<file path="src/hdl/svn_pkg.sv">
// shared types and constants for the smooth vertex normal engine
package svn_pkg;

	localparam int unsigned MaxVertices = 2048;
	localparam int unsigned MaxFaces    = 4096;
	localparam int unsigned VIdxW       = $clog2(MaxVertices);
	localparam int unsigned FIdxW       = $clog2(MaxFaces);
	localparam int unsigned FCntW       = FIdxW + 1;
	localparam int unsigned CoordW      = 16;
	localparam int unsigned PosW        = 3 * CoordW;
	localparam int unsigned FnW         = 35;
	localparam int unsigned CornerW     = 3 * VIdxW;
	localparam int unsigned FaceW       = CornerW + 3 * FnW;
	localparam int unsigned SumW        = FnW + FCntW;
	localparam int unsigned MagW        = 25;
	localparam int unsigned SqW         = 52;
	localparam int unsigned RootW       = 26;

	typedef enum logic [1:0] {
		OP_LOAD_VERTEX = 2'd0,
		OP_LOAD_FACE   = 2'd1,
		OP_QUERY       = 2'd2,
		OP_CLEAR       = 2'd3
	} op_t;

	typedef enum logic [4:0] {
		ST_IDLE,
		ST_FACE_RD0,
		ST_FACE_RD1,
		ST_FACE_RD2,
		ST_FACE_WAIT,
		ST_FACE_DIFF,
		ST_FACE_MUL,
		ST_FACE_WR,
		ST_Q_RD,
		ST_Q_ACC,
		ST_N_ABS,
		ST_N_SHIFT,
		ST_N_SQ,
		ST_N_SQRT,
		ST_N_DIV,
		ST_N_DIVNEXT,
		ST_OUT
	} state_t;

	// handshake between the sequencer and the serial divider
	typedef struct packed {
		logic start;
		logic busy;
		logic done;
	} div_ctrl_t;

endpackage

</file>
<file path="src/hdl/svn_div.sv">
// restoring serial divider, one quotient bit per cycle
module svn_div (
	input  logic                            clk,
	input  logic                            arst_n,
	input  logic                            start,
	input  logic [svn_pkg::MagW+14-1:0]     dividend,
	input  logic [svn_pkg::RootW-1:0]       divisor,
	output logic [svn_pkg::MagW+14-1:0]     quotient,
	output svn_pkg::div_ctrl_t              ctrl
);

	localparam int unsigned NW = svn_pkg::MagW + 14;
	localparam int unsigned CW = $clog2(NW + 1);

	logic [NW-1:0]                 num_q;
	logic [svn_pkg::RootW:0]       rem_q;
	logic [svn_pkg::RootW-1:0]     den_q;
	logic [CW-1:0]                 cnt_q;
	logic                          busy_q;
	logic                          done_q;
	logic [svn_pkg::RootW:0]       trial;
	logic [svn_pkg::RootW+1:0]     diff;

	// one shift and subtract step
	always_comb begin
		trial = {rem_q[svn_pkg::RootW-1:0], num_q[NW-1]};
		diff  = {1'b0, trial} - {2'b00, den_q};
	end

	// iteration control
	always_ff @(posedge clk or negedge arst_n) begin
		if (!arst_n) begin
			busy_q <= 1'b0;
			done_q <= 1'b0;
			cnt_q  <= '0;
		end else begin
			done_q <= 1'b0;
			if (start) begin
				busy_q <= 1'b1;
				cnt_q  <= CW'(NW);
			end else if (busy_q) begin
				cnt_q <= cnt_q - 1'b1;
				if (cnt_q == CW'(1)) begin
					busy_q <= 1'b0;
					done_q <= 1'b1;
				end
			end
		end
	end

	// datapath
	always_ff @(posedge clk) begin
		if (start) begin
			num_q <= dividend;
			rem_q <= '0;
			den_q <= divisor;
		end else if (busy_q) begin
			if (!diff[svn_pkg::RootW+1]) begin
				rem_q <= diff[svn_pkg::RootW:0];
				num_q <= {num_q[NW-2:0], 1'b1};
			end else begin
				rem_q <= trial;
				num_q <= {num_q[NW-2:0], 1'b0};
			end
		end
	end

	assign quotient   = num_q;
	assign ctrl.start = start;
	assign ctrl.busy  = busy_q;
	assign ctrl.done  = done_q;

endmodule
</file>
<file path="config.mk">
export PLATFORM = sky130hd
export DESIGN_NAME = svn_div
export DESIGN_NICKNAME = d
export VERILOG_FILES = /design/src/hdl/svn_pkg.sv /design/src/hdl/svn_div.sv
export SDC_FILE = /design/constraint.sdc
export NUM_CORES = 1
export LEC_CHECK = 0
export BUFFER_PORTS_ARGS = -buffer_cell sky130_fd_sc_hd__buf_4
export CAP_MARGIN = 20
export CORE_UTILIZATION = 48
export DETAILED_ROUTE_END_ITERATION = 10
export GPL_TIMING_DRIVEN = 0
export PLACE_DENSITY_LB_ADDON = 0.08
export SETUP_SLACK_MARGIN = 0.05
export SYNTH_ARGS = -nofsm -noshare
export SYNTH_HDL_FRONTEND = slang
export SYNTH_SLANG_ARGS = --single-unit
</file>
<file path="constraint.sdc">
create_clock -name clk -period 3.95 [get_ports clk]
set_clock_uncertainty 0.05 [all_clocks]
set_input_delay 0.1975 -clock clk [delete_from_list [all_inputs] [get_ports clk]]
set_output_delay 0.1975 -clock clk [all_outputs]
set_load 0.01 [all_outputs]
</file>
### Word-level counts from Yosys, hierarchy flattened

Index checks and enable logic that the tools add are counted.
Widths: inputs -> output; s select.

* eq/ne operators: 1
* bitwise gates (word level): 0
* reduce and logical (&&, ||, !) cells: 1
* shift-type cells: 0
* add/subtract/negate cells: 2
* multipliers: 0
* muxes and demuxes: 12
* div/mod/pow operators: 0
* magnitude comparators: 0

Operators by type and width (count)
* $mux 39: 2
* $sub 27x26->28: 1
* $mux 26: 1
* $mux 6: 2
* $mux 1: 7
* $eq 6x1->1 const B: 1
* $sub 6x1->6 const B: 1
* $reduce_bool 2->1: 1

* ROM bits: 0
* output and inout bits: 42
* bits in latches: 0
* memories kept: 0
* register bits: 99
* bits in writable memories: 0
* input bits: 68

### Depth between registers and ports, before layout

* word-level depth: 4
* gate-level depth with buffers: 12

### Worst setup path before layout

Ideal clock, no wire load.

* path type: register to register
* start point: reg den_q[4] (netlist bit)
* end point: reg num_q[0], in the netlist quotient[0] (data pin)
* setup slack: 1305 ps
* path buffers: 1
* setup time: 260 ps
* arrival: 2335 ps
* data required time: 3640 ps
* cell stages (with the launch flop): 12
* cells stage by stage: edfxtp_1 -> inv_1 -> ha_1 -> a21o_1 -> o21bai_1 -> o21a_1 -> o211ai_1 -> nand2_2 -> o211ai_2 -> buf_2 -> nand2_1 -> mux2_2

* word-level cells in the longest chain between the ends: 4

RTL lines
* start: declaration: RTL line svn_div.sv:17 `logic [svn_pkg::RootW-1:0] den_q;`
* start signal: assignment: RTL line svn_div.sv:56 `den_q <= divisor;`
* $sub 27x26->28: RTL line svn_div.sv:27 `diff = {1'b0, trial} - {2'b00, den_q};`
* $mux 1: RTL line svn_div.sv:58 `if (!diff[svn_pkg::RootW+1]) begin`
* $mux 39: RTL line svn_div.sv:57 `end else if (busy_q) begin`
* $mux 39: RTL line svn_div.sv:53 `if (start) begin`
* end signal: assignment: RTL line svn_div.sv:54 `num_q <= dividend;`
* end signal: assignment: RTL line svn_div.sv:60 `num_q <= {num_q[NW-2:0], 1'b1};`
* end signal: assignment: RTL line svn_div.sv:63 `num_q <= {num_q[NW-2:0], 1'b0};`
* end: declaration: RTL line svn_div.sv:15 `logic [NW-1:0] num_q;`

Every way passes these cells. The select of a mux whose other input is x is not followed.
A chain may end at the register's enable or synchronous reset.

### Worst setup path in the final report

* start point: reg num_q[38], in the netlist quotient[38]
* end point: reg rem_q[22] (netlist bit)

* word-level cells in the longest chain between the ends: 2

RTL lines
* $sub 27x26->28: RTL line svn_div.sv:27
* $mux 26: RTL line svn_div.sv:58
* end signal: assignment: RTL line svn_div.sv:59 `rem_q <= diff[svn_pkg::RootW:0];`
* end signal: assignment: RTL line svn_div.sv:62 `rem_q <= trial;`
* end: declaration: RTL line svn_div.sv:16 `logic [svn_pkg::RootW:0] rem_q;`

Every way passes these cells.

==> flow_summary.ini <==
[logic_synthesis]
synth-xor-area-share_pct = 3.50
synthAdderAreaFrac_pct = 6.74
syn-num-nets = 604
synth_simple_gate_area_share_pct = 12.2
synth_compound_area_share_pct = 16.1
ys_seq_area_share_pct = 48.6
synth-async-reset-ratio_pct = 8.08
synth_edf_count = 65
synthCells = 507
synth_top_family_by_area = compound AO/OA/AOI/OAI gates
netlist_top_cells_area = edfxtp_1 36%, dfxtp_1 9.5%, mux2_2 8.0%
ys.warnings.count = 0
synth_mux_area_share_pct = 8.17
synth_top_area_cell = edfxtp_1
syn-cell-area_sq_mm = 0.00550
synth_seq_cells = 99
synth.top_cell.area_share_pct = 35.5
yosys.cell_types.count = 67
ys.flop_type = edfxtp_1
syn_avg_cell_area_sq_um = 10.8

[layout]
nets = 751
final_cell_mix = 113 x buf_4, 65 x edfxtp_1, 40 x nor2_1
area_delta_synth_final_pct = 28.5
utilization_pct = 64.3
final_common_cell = buf_4
stdcell_count = 799
layout-drive-gt1-share_pct = 28.5
antenna_cells = 0
final_area_sq_mm = 0.00706

[sta]
fin_tns_setup_ps = 0
hold_slack_ps = 88.4
worst_pin_slew_ps = 857
grt_setup_unrepaired = no
final_max_slew_viol_count = 0
hold_violations = 0
max_freq_mhz = 308
fin_crit_sh_pct = 82.3
min_period_ps = 3250
slew_headroom_pct = 42.1
setup_slack_ps = 699
setup_viol = 0

[cts]
postCtsSetupBuffers = 0
tritoncts = yes
h-tree-depth = 3
root_buffer = clkbuf_16
numCtsBuffers = 9
clk_latency_ps = 360
cts_sinks = 99
clockBufferDepth = 2
cts_resized = 0
path_clk_slew_ps = 80

[floorplan]
die_area_sq_mm = 0.0119
rows = 38
die_h_um = 109
die_w_um = 109
core_area_sq_mm = 0.0110
ios = 110
initial_core_util_pct = 50.1

[global_route]
grt.met1_usage_pct = 30.4
top_usage_layer = met2
grt_max_degree = 40
grt-ovfl-total = 0
grt_first_pass_wirelength_um = 21900
grt_pass1_vias = 4459
met2_usage_pct = 41.0
met3_usage_pct = 7.53
grt_antenna_before_repair = 0
gr-usage-all-layers_pct = 24.3

[worst_setup_path]
reg2reg_from = quotient[38]
crit_type = reg2reg
crit_family = compound AO/OA/AOI/OAI gates
critical_path.startpoint = quotient[38]
reg2reg_depth = 11
required_ps = 4130
path_max_fanout = 3
end_kind = flip-flop
slowest_delay_ps = 720
r2r_setup_slack_ps = 700
path_buf_inv = 1
cp_data_arrival_time_ps = 3430
cp-start-kind = flip-flop
worst_r2r_endpoint = rem_q[22]
crit_path_top_delay_cell = o311ai_0
crit_chain = inv_1, ha_1, fa_1, nor2b_1, o21ba_2, o311ai_0, nand3_1, a41o_1, a21o_1, xnor2_1, a211oi_1

[worst_hold_path]
hold_start = dividend[17]
hp-class = in2reg
whs_endpoint = quotient[17]
hold_depth = 2

[pwr]
vdd_ir_drop_max_mv = 0.474
p_leak_nw = 3.06
power.total_mw = 3.77
power_density_mw_per_mm2 = 534

[detailed_routing]
drt-initial-drc-count = 238
wl_um = 13500
vias = 4437
dr.pass1.iters = 5
vias_per_cell = 5.55
routedWlPerCell_um = 16.8
drc = 0
final_antenna_net_count = 0

[placed_design]
place_ws_ps = 805
place_inst = 756
placed_cell_area_sq_mm = 0.00649
place_congestion = 0.864
port_buffers = 109
dp.final_hpwl_um = 9800

[run_status]
status = complete, no violations

[flow_run]
drv_cap = 0
## power by group
group	total (mW)	switching [mW]	internal [mW]
sequential	1.41	0.127	1.28
clock	0.910	0.414	0.496
combinational	1.46	0.786	0.669
## worst max-delay path by stage
stage / to / slack, ps / cells past startpoint
floorplan: quotient[0] / 1300 / 11
global placement: quotient[0] / 820 / 10
detailed placement: rem_q[24] / 810 / 11
CTS: rem_q[24] / 790 / 11
global route: rem_q[24] / 450 / 11
finish: rem_q[22] / 700 / 11
## cells in the mapped netlist (all sizes together) (2+ instances only)
cell type  count
or2            6
o21ai         26
a21oi         17
a211o          2
dfrtp          8
inv           37
nor2          41
nor4           5
nor3           4
nand2b         5
and2           4
or3            3
o311ai         4
mux2          39
and3           6
nand3         21
o21a           4
xnor2         17
edfxtp        65
nand2         28
dfxtp         26
o211ai         4
nor2b          5
nor4b          2
clkbuf        16
a2111oi        3
o21bai         4
xor2           5
ha            28
o221ai         2
a311oi        17
nand3b         2
a31oi          8
nand4          2
a21o          10
a211oi         4
buf            9
## sequential cells by signal, indices dropped and copies added (netlist names)
register  flops
quotient     39
den_q        26
rem_q        26
cnt_q         6
busy_q        1
done_q        1
## logic make-up after synthesis
logic type / count (synthesis)
AOI/OAI and AO/OA: 120
and+or+nand+nor: 135
xor gates and xnor gates: 22
DFF: 99
muxes: 40
buffers and inverters: 62
adders and majority gates: 29
## layer usage
metal	share of wire (%)	up-vias
met4	0.99	0
li1	-	2187
met1	43	2092
met3	7.0	13
met2	49	145
met5	0	-
## cell type report
type,count,area (sq um)
Clock inverter,7,76.3
Multi-Input combinational cell,346,2570
Clock buffer,9,225
Buffer,25,119
Sequential cell,99,2670
Inverter,37,139
Timing Repair Buffer,136,1090
Tap cell,140,175
Fill cell,926,3920
## repair_timing
item	CTS	global route
hold buffers	27	0
setup endpoints to repair	0	0
endpoints found under the hold margin	34	0
Power figures use the tool's default switching activity.
