$ cat src/hdl/svn_ram.sv
// generic single port ram with registered read
module svn_ram #(
	parameter int unsigned Width = 8,
	parameter int unsigned Depth = 16
) (
	input  logic                     clk,
	input  logic                     we,
	input  logic [$clog2(Depth)-1:0] addr,
	input  logic [Width-1:0]         wdata,
	output logic [Width-1:0]         rdata
);

	logic [Width-1:0] mem_q [Depth];

	// write port and registered read
	always_ff @(posedge clk) begin
		if (we) begin
			mem_q[addr] <= wdata;
		end
		rdata <= mem_q[addr];
	end

endmodule

$ cat config.mk
export PLATFORM = sky130hd
export DESIGN_NAME = svn_ram
export DESIGN_NICKNAME = d
export VERILOG_FILES = /design/src/hdl/svn_ram.sv
export SDC_FILE = /design/constraint.sdc
export NUM_CORES = 1
export LEC_CHECK = 0
export BUFFER_PORTS_ARGS = -buffer_cell sky130_fd_sc_hd__buf_2
export CORE_UTILIZATION = 50
export DETAILED_ROUTE_END_ITERATION = 16
export GPL_TIMING_DRIVEN = 0
export HOLD_SLACK_MARGIN = 0.15
export PLACE_DENSITY = 0.69
export SETUP_SLACK_MARGIN = 0.5
export SYNTH_ARGS = -nofsm -noshare
export SYNTH_HDL_FRONTEND = slang
export SYNTH_SLANG_ARGS = --single-unit
$ cat constraint.sdc
create_clock -name clk -period 1.5 [get_ports clk]
set_input_delay 0.075 -clock clk [delete_from_list [all_inputs] [get_ports clk]]
set_output_delay 0.075 -clock clk [all_outputs]
set_load 0.005 [all_outputs]
Word-level counts from Yosys, hierarchy flattened
Memory sizes are Yosys's and may differ from the RTL's. A register that Yosys moved wholly into a read port is not among the register bits. Index checks and enable logic that the tools add are counted.

Word-level logic and storage cells: 3. Flip-flop bits (word level): 0. Output and inout port bits: 8. Input bits: 14. Memories: 1. Bits in writable memories: 128.

Memory list: mem_q (depth 16, bits a word 8, read ports 1, clocked after memory_dff 1, wr ports 1, RTL line 13) `logic [Width-1:0] mem_q [Depth];`.

Muxes and demuxes: 2.

Operators with widths (count): $mux W1 (2).

Depth between registers and ports, before layout
Gate-level depths: netlist of run 1.

Depth in word-level cells: 2. Depth in mapped cells: 5. Mapped depth without buffers: 3.

Worst setup path before layout of run 1
No wires, ideal clock.

Path kind: in2reg. From: input addr[2]. To: memory mem_q[0][0], enable pin. Stages on the path: 2. Arrival: 1.185 ns. Path slack: -0.068 ns. Path through: or3b_2 nor3_1.

RTL lines: start, declared (RTL line 8) `input logic [$clog2(Depth)-1:0] addr,`; end, declared (RTL line 13).

Straight into the memory's write port.

==> impl_metrics.toml, run 1 <==
[pwr]
power_density_mw_per_mm2 = 1400
vdd_drop_max_v = 0.00117
power_leakage_nw = 2.03

[drt]
vias = 2321
dr.pass1.iters = 4
routed_via_density = 5.47
postRouteAntennaNets = 0
drc = 0
first_iter_violations = 135
routed_wirelength_mm = 9.58
wl_per_cell_um = 22.6

[die]
coreArea_mm2 = 0.00982
fp-row-count = 36
die_w_um = 103
die_area_mm2 = 0.0105
fp.dieH_um = 103
initial_core_util_pct = 51.6
io_pins = 22

[synthesis]
synthXorXnorAreaFrac_pct = 0
ys_warn_count = 0
muxShareOfSynthArea_pct = 14.2
synth_fa_ha_area_share_pct = 0
synth_seq_cells = 136
synth_top_family_by_area = "multiplexers"
ys_seq_area_share_pct = 79.0
syn_inst = 230
syn_area_mm2 = 0.00507
synth_fp_nets = 244
synth.distinct_cells = 18
synth-compound-area-share_pct = 2.37
synthSimpleGateAreaFrac_pct = 3.21
avgSynthCellArea_um2 = 22.0

[clock_tree]
clk_pin_slew_ns = 0.06
clk_latency_ns = 0.51
cts_buffers = 17
root_buffer = "clkbuf_8"
clock_sinks = 136
ctsHoldBuffers = 8
cts_max_level = 4
cts_buffer_depth = 2
cts_tree = "built"

[sta]
maxSlewHeadroom_pct = 54.1
fin_crit_ns = 1.33
hold_slack_ns = 0.0212
period_share_pct = 88.8
rsz0062_at_grt = "true"
max_freq_mhz = 751
setup_viol = 0
tightestPinTransition_ns = 0.689
clock_skew_ns = 0.00638
slew_violations = 0
tns_ns = 0
hold_violations = 0

[global_routing]
overflow = 0
grt_pass1_vias = 2368
grt_max_degree = 17
met1_usage_pct = 28.7
grt_use_met2_pct = 32.3
grt_usage_pct = 20.7
antenna_found_initial = 0
gr-max-usage-layer = "met2"
grt_pass1_wl_mm = 14.3
grt_util_met3_pct = 5.76

[placed_design]
port_buffers = 19
place_congestion = 0.874
dp_hpwl_mm = 6.06

[cells_and_area]
area_delta_synth_final_pct = 24.8
multi_input_area_mm2 = 0.00121
fin_nets = 292
drive_above_1_share_pct = 41.9
nFillCells = 692
final_util_pct = 64.4
regArea_mm2 = 0.00401
num_antenna_cells = 0

[worst_setup_path]
worstPathArrival_ns = 1.73
cp.required_ns = 1.90
crit_family = "multiplexers"
crit_type = "reg2reg"
critPathSlowestCell = "mux4_2"
endpoint_kind = "flip-flop"
max_stage_delay_ns = 0.51
critPathMaxFanout = 1
crit_buf_inv = 0
crit_chain = "mux4_2, a22oi_2, nand2_1"
cp-start-kind = "flip-flop"

[flow_run]
cap_violations = 0

[min_path]
hold_path.class = "in2reg"

[status]
status = "finished, final reports clean"
[Yosys cell counts, drive strengths merged]
cell      n  area share [%]
a22oi    16             2.4
and2      1            0.12
buf       8            0.94
clkbuf    3            0.25
dfxtp     8             3.2
edfxtp  128              76
mux4     32              14
nand2     9            0.67
nand2b    2            0.25
nand3     1           0.099
nand3b    2            0.30
nor2     13            0.96
nor2b     2            0.25
nor3      4            0.40
or3b      1            0.17
[registers in the layout, indices dropped and copies added (netlist names)]
signal,count
mem_q,128
rdata,8
[layout make-up]
type / count / share of cell area [%]
well taps: 133 / 2.63
multi-input cells: 83 / 19.1
flip-flops and latches: 136 / 63.4
clock inverters: 13 / 2.71
clock buffers: 19 / 6.67
plain buffers: 11 / 1.82
repair buffers: 29 / 3.70
[placed cells by master, fill, tap and decap left out, drive strengths merged, types with 2 or more instances in the layout]
cell | netlist | routed
a22oi | 16 | 16
buf | 8 | 29
bufinv | 0 | 3
clkbuf | 3 | 22
clkinv | 0 | 2
clkinvlp | 0 | 5
dfxtp | 8 | 8
dlygate4sd3 | 0 | 8
edfxtp | 128 | 128
inv | 0 | 3
mux4 | 32 | 32
nand2 | 9 | 9
nand2b | 2 | 2
nand3b | 2 | 2
nor2 | 13 | 13
nor2b | 2 | 2
nor3 | 4 | 4
[metal layers]
metal | vias up | part of all wire, %
met2 | 75 | 50
li1 | 1064 | -
met1 | 1178 | 43
met3 | 4 | 6.4
met5 | - | 0
met4 | 0 | 0.53
[kinds of logic after synthesis]
| logic type | Yosys count |
|---|---|
| flops | 136 |
| simple gates | 35 |
| mux | 32 |
| compound gates | 16 |
| buf+inv | 11 |
[power breakdown]
group | internal [mW] | switching (mW) | leakage, nW
clock network | 2.55 | 1.53 | 0.272
logic | 0.221 | 0.273 | 0.537
registers | 4.25 | 0.0233 | 1.22
[metrics by stage]
step / instances / power (mW) / cell area, um^2 / worst slack [ns]
after floorplan: 230 / 4.62 / 5290 / 0.291
after global placement: 382 / 4.79 / 5550 / -0.0522
after detailed placement: 382 / 4.80 / 5550 / -0.0667
after CTS: 422 / 8.90 / 6260 / 0.175
after global routing: 424 / 9.12 / 6320 / 0.141
final: 424 / 8.85 / 6320 / 0.169
[path summary, 6_finish.rpt]
kind / endpoint / slack (ns) / from / cells past startpoint
worst max-delay path: rdata[4]$_DFF_P_ / 0.17 / mem_q[11][4]$_DFFE_PP_ / 3
worst min-delay path: rdata[2]$_DFF_P_ / 0.02 / addr[1] / 4
worst max register to register: rdata[4]$_DFF_P_ / 0.17 / mem_q[11][4]$_DFFE_PP_ / 3
worst min register to register: rdata[7]$_DFF_P_ / 0.69 / mem_q[6][7]$_DFFE_PP_ / 3
[tightest hold or removal path, stage by stage]
cell and delay, ns:
buf_12 0.11, mux4_2 0.18, a22oi_1 0.08, nand2_1 0.06
[what timing repair did]
item | in CTS | in global routing
setup endpoints to repair | 24 | 26
hold endpoints to repair | 167 | 23
resized for setup | 8 | 6
cloned | 0 | 0
pin swaps | 3 | 2
buffers inserted | 0 | 2
Power figures use the tool's default switching activity.
==> inputs of run 2 (changes only) <==
- ABC_AREA: default -> 1
==> run 2 against run 1 <==
Count of clock-buffer cells in the layout grew 4. Critical path type is now in2reg. Sequential share of layout area shrank 4.8 points. Clock power shrank 7.8%. Wire length grew 31%. Synthesized area grew 10%. Combinational power grew 28%. Design area grew 8.1%. Global-route usage grew 3.2 points. Die area grew 10%. Non-clock buffer count grew 13. Sequential power is essentially flat.
==> impl_metrics.toml, run 2 <==
[worst_setup_path]
crit_type = "in2reg"
endpoint_kind = "flip-flop"
r2r_setup_slack_ns = 0.48
cp.required_ns = 1.97
critPathMaxFanout = 8
cp-start-kind = "input pin"
worstPathArrival_ns = 1.50

[die]
coreArea_mm2 = 0.0109
initial_core_util_pct = 51.4
io_pins = 22
die_w_um = 108
die_area_mm2 = 0.0116
fp.dieH_um = 108
fp-row-count = 38

[drt]
routed_wirelength_mm = 12.6
postRouteAntennaNets = 0
drc = 0
dr.pass1.iters = 5
routed_via_density = 5.11
first_iter_violations = 275
vias = 3841
wl_per_cell_um = 16.7

[synthesis]
synth.distinct_cells = 11
yosys.area.top_type_share_pct = 68.7
synth-edff-count = 128
ys_warn_count = 0
ys_top_cells_by_count = "346 x nand2_1, 128 x edfxtp_1, 21 x inv_1"
synthArstFlopShare_pct = 0
synth_fp_nets = 562
syn_inst = 548
synth.most_common_cell = "nand2_1"
synth.area.top_cells = "edfxtp_1 69%, nand2_1 23%, dfxtp_1 2.9%"
ys_seq_area_share_pct = 71.6
ys.flop_type = "edfxtp_1"
synth_area_leader_cell = "edfxtp_1"
synth_seq_cells = 136
avgSynthCellArea_um2 = 10.2
syn_area_mm2 = 0.00559

[placed_design]
pre_cts_ws_ns = 0.0654
place_congestion = 0.931
port_buffers = 20
dp_hpwl_mm = 8.15

[status]
status = "finished, final reports clean"

[sta]
period_share_pct = 68.7
fin_crit_ns = 1.03
slew_violations = 0
layout_setup_ws_ns = 0.470
max_freq_mhz = 971
tightestPinTransition_ns = 0.526
rsz0062_at_grt = "true"
setup_viol = 0
maxSlewHeadroom_pct = 64.9
tns_ns = 0
hold_slack_ns = 0.140
hold_violations = 0
clock_skew_ns = 0.00804

[global_routing]
overflow = 0
grt_pass1_vias = 3705
antenna_found_initial = 0
grt_use_met2_pct = 37.5
met1_usage_pct = 31.1
gr-max-usage-layer = "met2"
grt_pass1_wl_mm = 19.3
grt_usage_pct = 24.0
grt_util_met3_pct = 5.75
grt_max_degree = 17

[pwr]
vdd_drop_max_v = 0.000818
pwr-share-clk_pct = 43.4
intPower_mw = 6.76
combPwrFrac_pct = 7.3
switchingPower_mw = 1.91
swShare_pct = 22.0
power_leakage_nw = 2.87
power_density_mw_per_mm2 = 1270
pwr-share-seq_pct = 49.3

[cells_and_area]
drive_above_1_share_pct = 18.5
final_util_pct = 62.8
fin_nets = 613
top_register = "mem_q"
largest_reg_flops = 128
num_antenna_cells = 0
multi_input_area_mm2 = 0.00160
area_delta_synth_final_pct = 22.2
regArea_mm2 = 0.00401
nFillCells = 870
reg.largest.list = "mem_q x128, rdata x8"
layout_commonest_cell = "nand2_1"
final_cell_mix = "332 x nand2_1, 128 x edfxtp_1, 29 x buf_2, 17 x nor2_4, 16 x clkbuf_16"

[clock_tree]
post-cts-setup-buffer-count = 0
clk_latency_ns = 0.52
cts_buffers = 17
cts_max_level = 4
clk_pin_slew_ns = 0.06
cts_tree = "built"
cts_buffer_depth = 2
ctsHoldBuffers = 12
root_buffer = "clkbuf_8"
clock_sinks = 136

[flow_run]
cap_violations = 0

[min_path]
hold_path.class = "in2reg"
## run 2: cell types whose count changed after synthesis, sizes merged, moves of 2 or more
cell    change
inv        +22
a22oi      -16
nor3        -4
nand2     +337
nor2        +5
buf        +10
mux4       -32
nor2b       -2
nand3b      -2
nand2b      -2
nand3       +3
## run 2: cell families (layout without fill, tap and decap cells)
group                  Yosys count  count (layout)  share of synthesized area, %
DFF                            136             136                          71.6
buffers and inverters           44             108                          3.62
and+or+nand+nor                368             368                          24.8
## run 2: path summary, 6_finish.rpt
path / from / endpoint / cells past startpoint
min: we / mem_q[2][7]$_DFFE_PP_ / 3
min reg2reg: mem_q[13][6]$_DFFE_PP_ / rdata[6]$_DFF_P_ / 8
max: addr[2] / rdata[6]$_DFF_P_ / 8
max reg2reg: mem_q[7][6]$_DFFE_PP_ / rdata[6]$_DFF_P_ / 8
## run 2: stage by stage
step	power (mW)	cell area (um^2)	instances
4_1_cts	8.68	6800	752
5_1_grt	8.91	6830	752
3_3_place_gp	4.92	6130	708
3_5_place_dp	4.94	6130	708
2_1_floorplan	4.70	5860	548
6_report	8.67	6830	752
## run 2: power groups by stage
stage | sequential [mW] | clock [mW] | combinational, mW
final | 4.27 | 3.76 | 0.630
after global routing | 4.28 | 3.94 | 0.696
after CTS | 4.27 | 3.79 | 0.617
after detailed placement | 4.35 | 0 | 0.588
after global placement | 4.35 | 0 | 0.579
after floorplan | 4.35 | 0 | 0.353
## run 2: layer usage
metal / part of all wire [%] / wire length, um
met4: 3.2 / 399
met5: 0 / 0
met3: 5.6 / 697
met2: 47 / 5960
met1: 44 / 5500
## run 2: area by class of cell
type / count / area share, %
Timing Repair Buffer: 32 / 3.26
Clock inverter: 9 / 1.10
Sequential cell: 136 / 58.6
Multi-Input combinational cell: 368 / 23.4
Buffer: 21 / 2.58
Tap cell: 140 / 2.56
Clock buffer: 23 / 6.83
Inverter: 23 / 1.63
## run 2: worst max-delay path, stage by stage
cell and delay (ns):
buf_2 0.13, inv_1 0.10, nor2_4 0.11, dlygate4sd3_1 0.74, nand2_1 0.14, nand2_2 0.10, inv_1 0.04, nand2_1 0.05
## run 2: what timing repair did
action / 4_1_cts / 5_1_grt
pin swaps: 0 / 25
setup endpoints to repair: 9 / 16
resized for setup: 2 / 18
endpoints found under the hold margin: 200 / 54
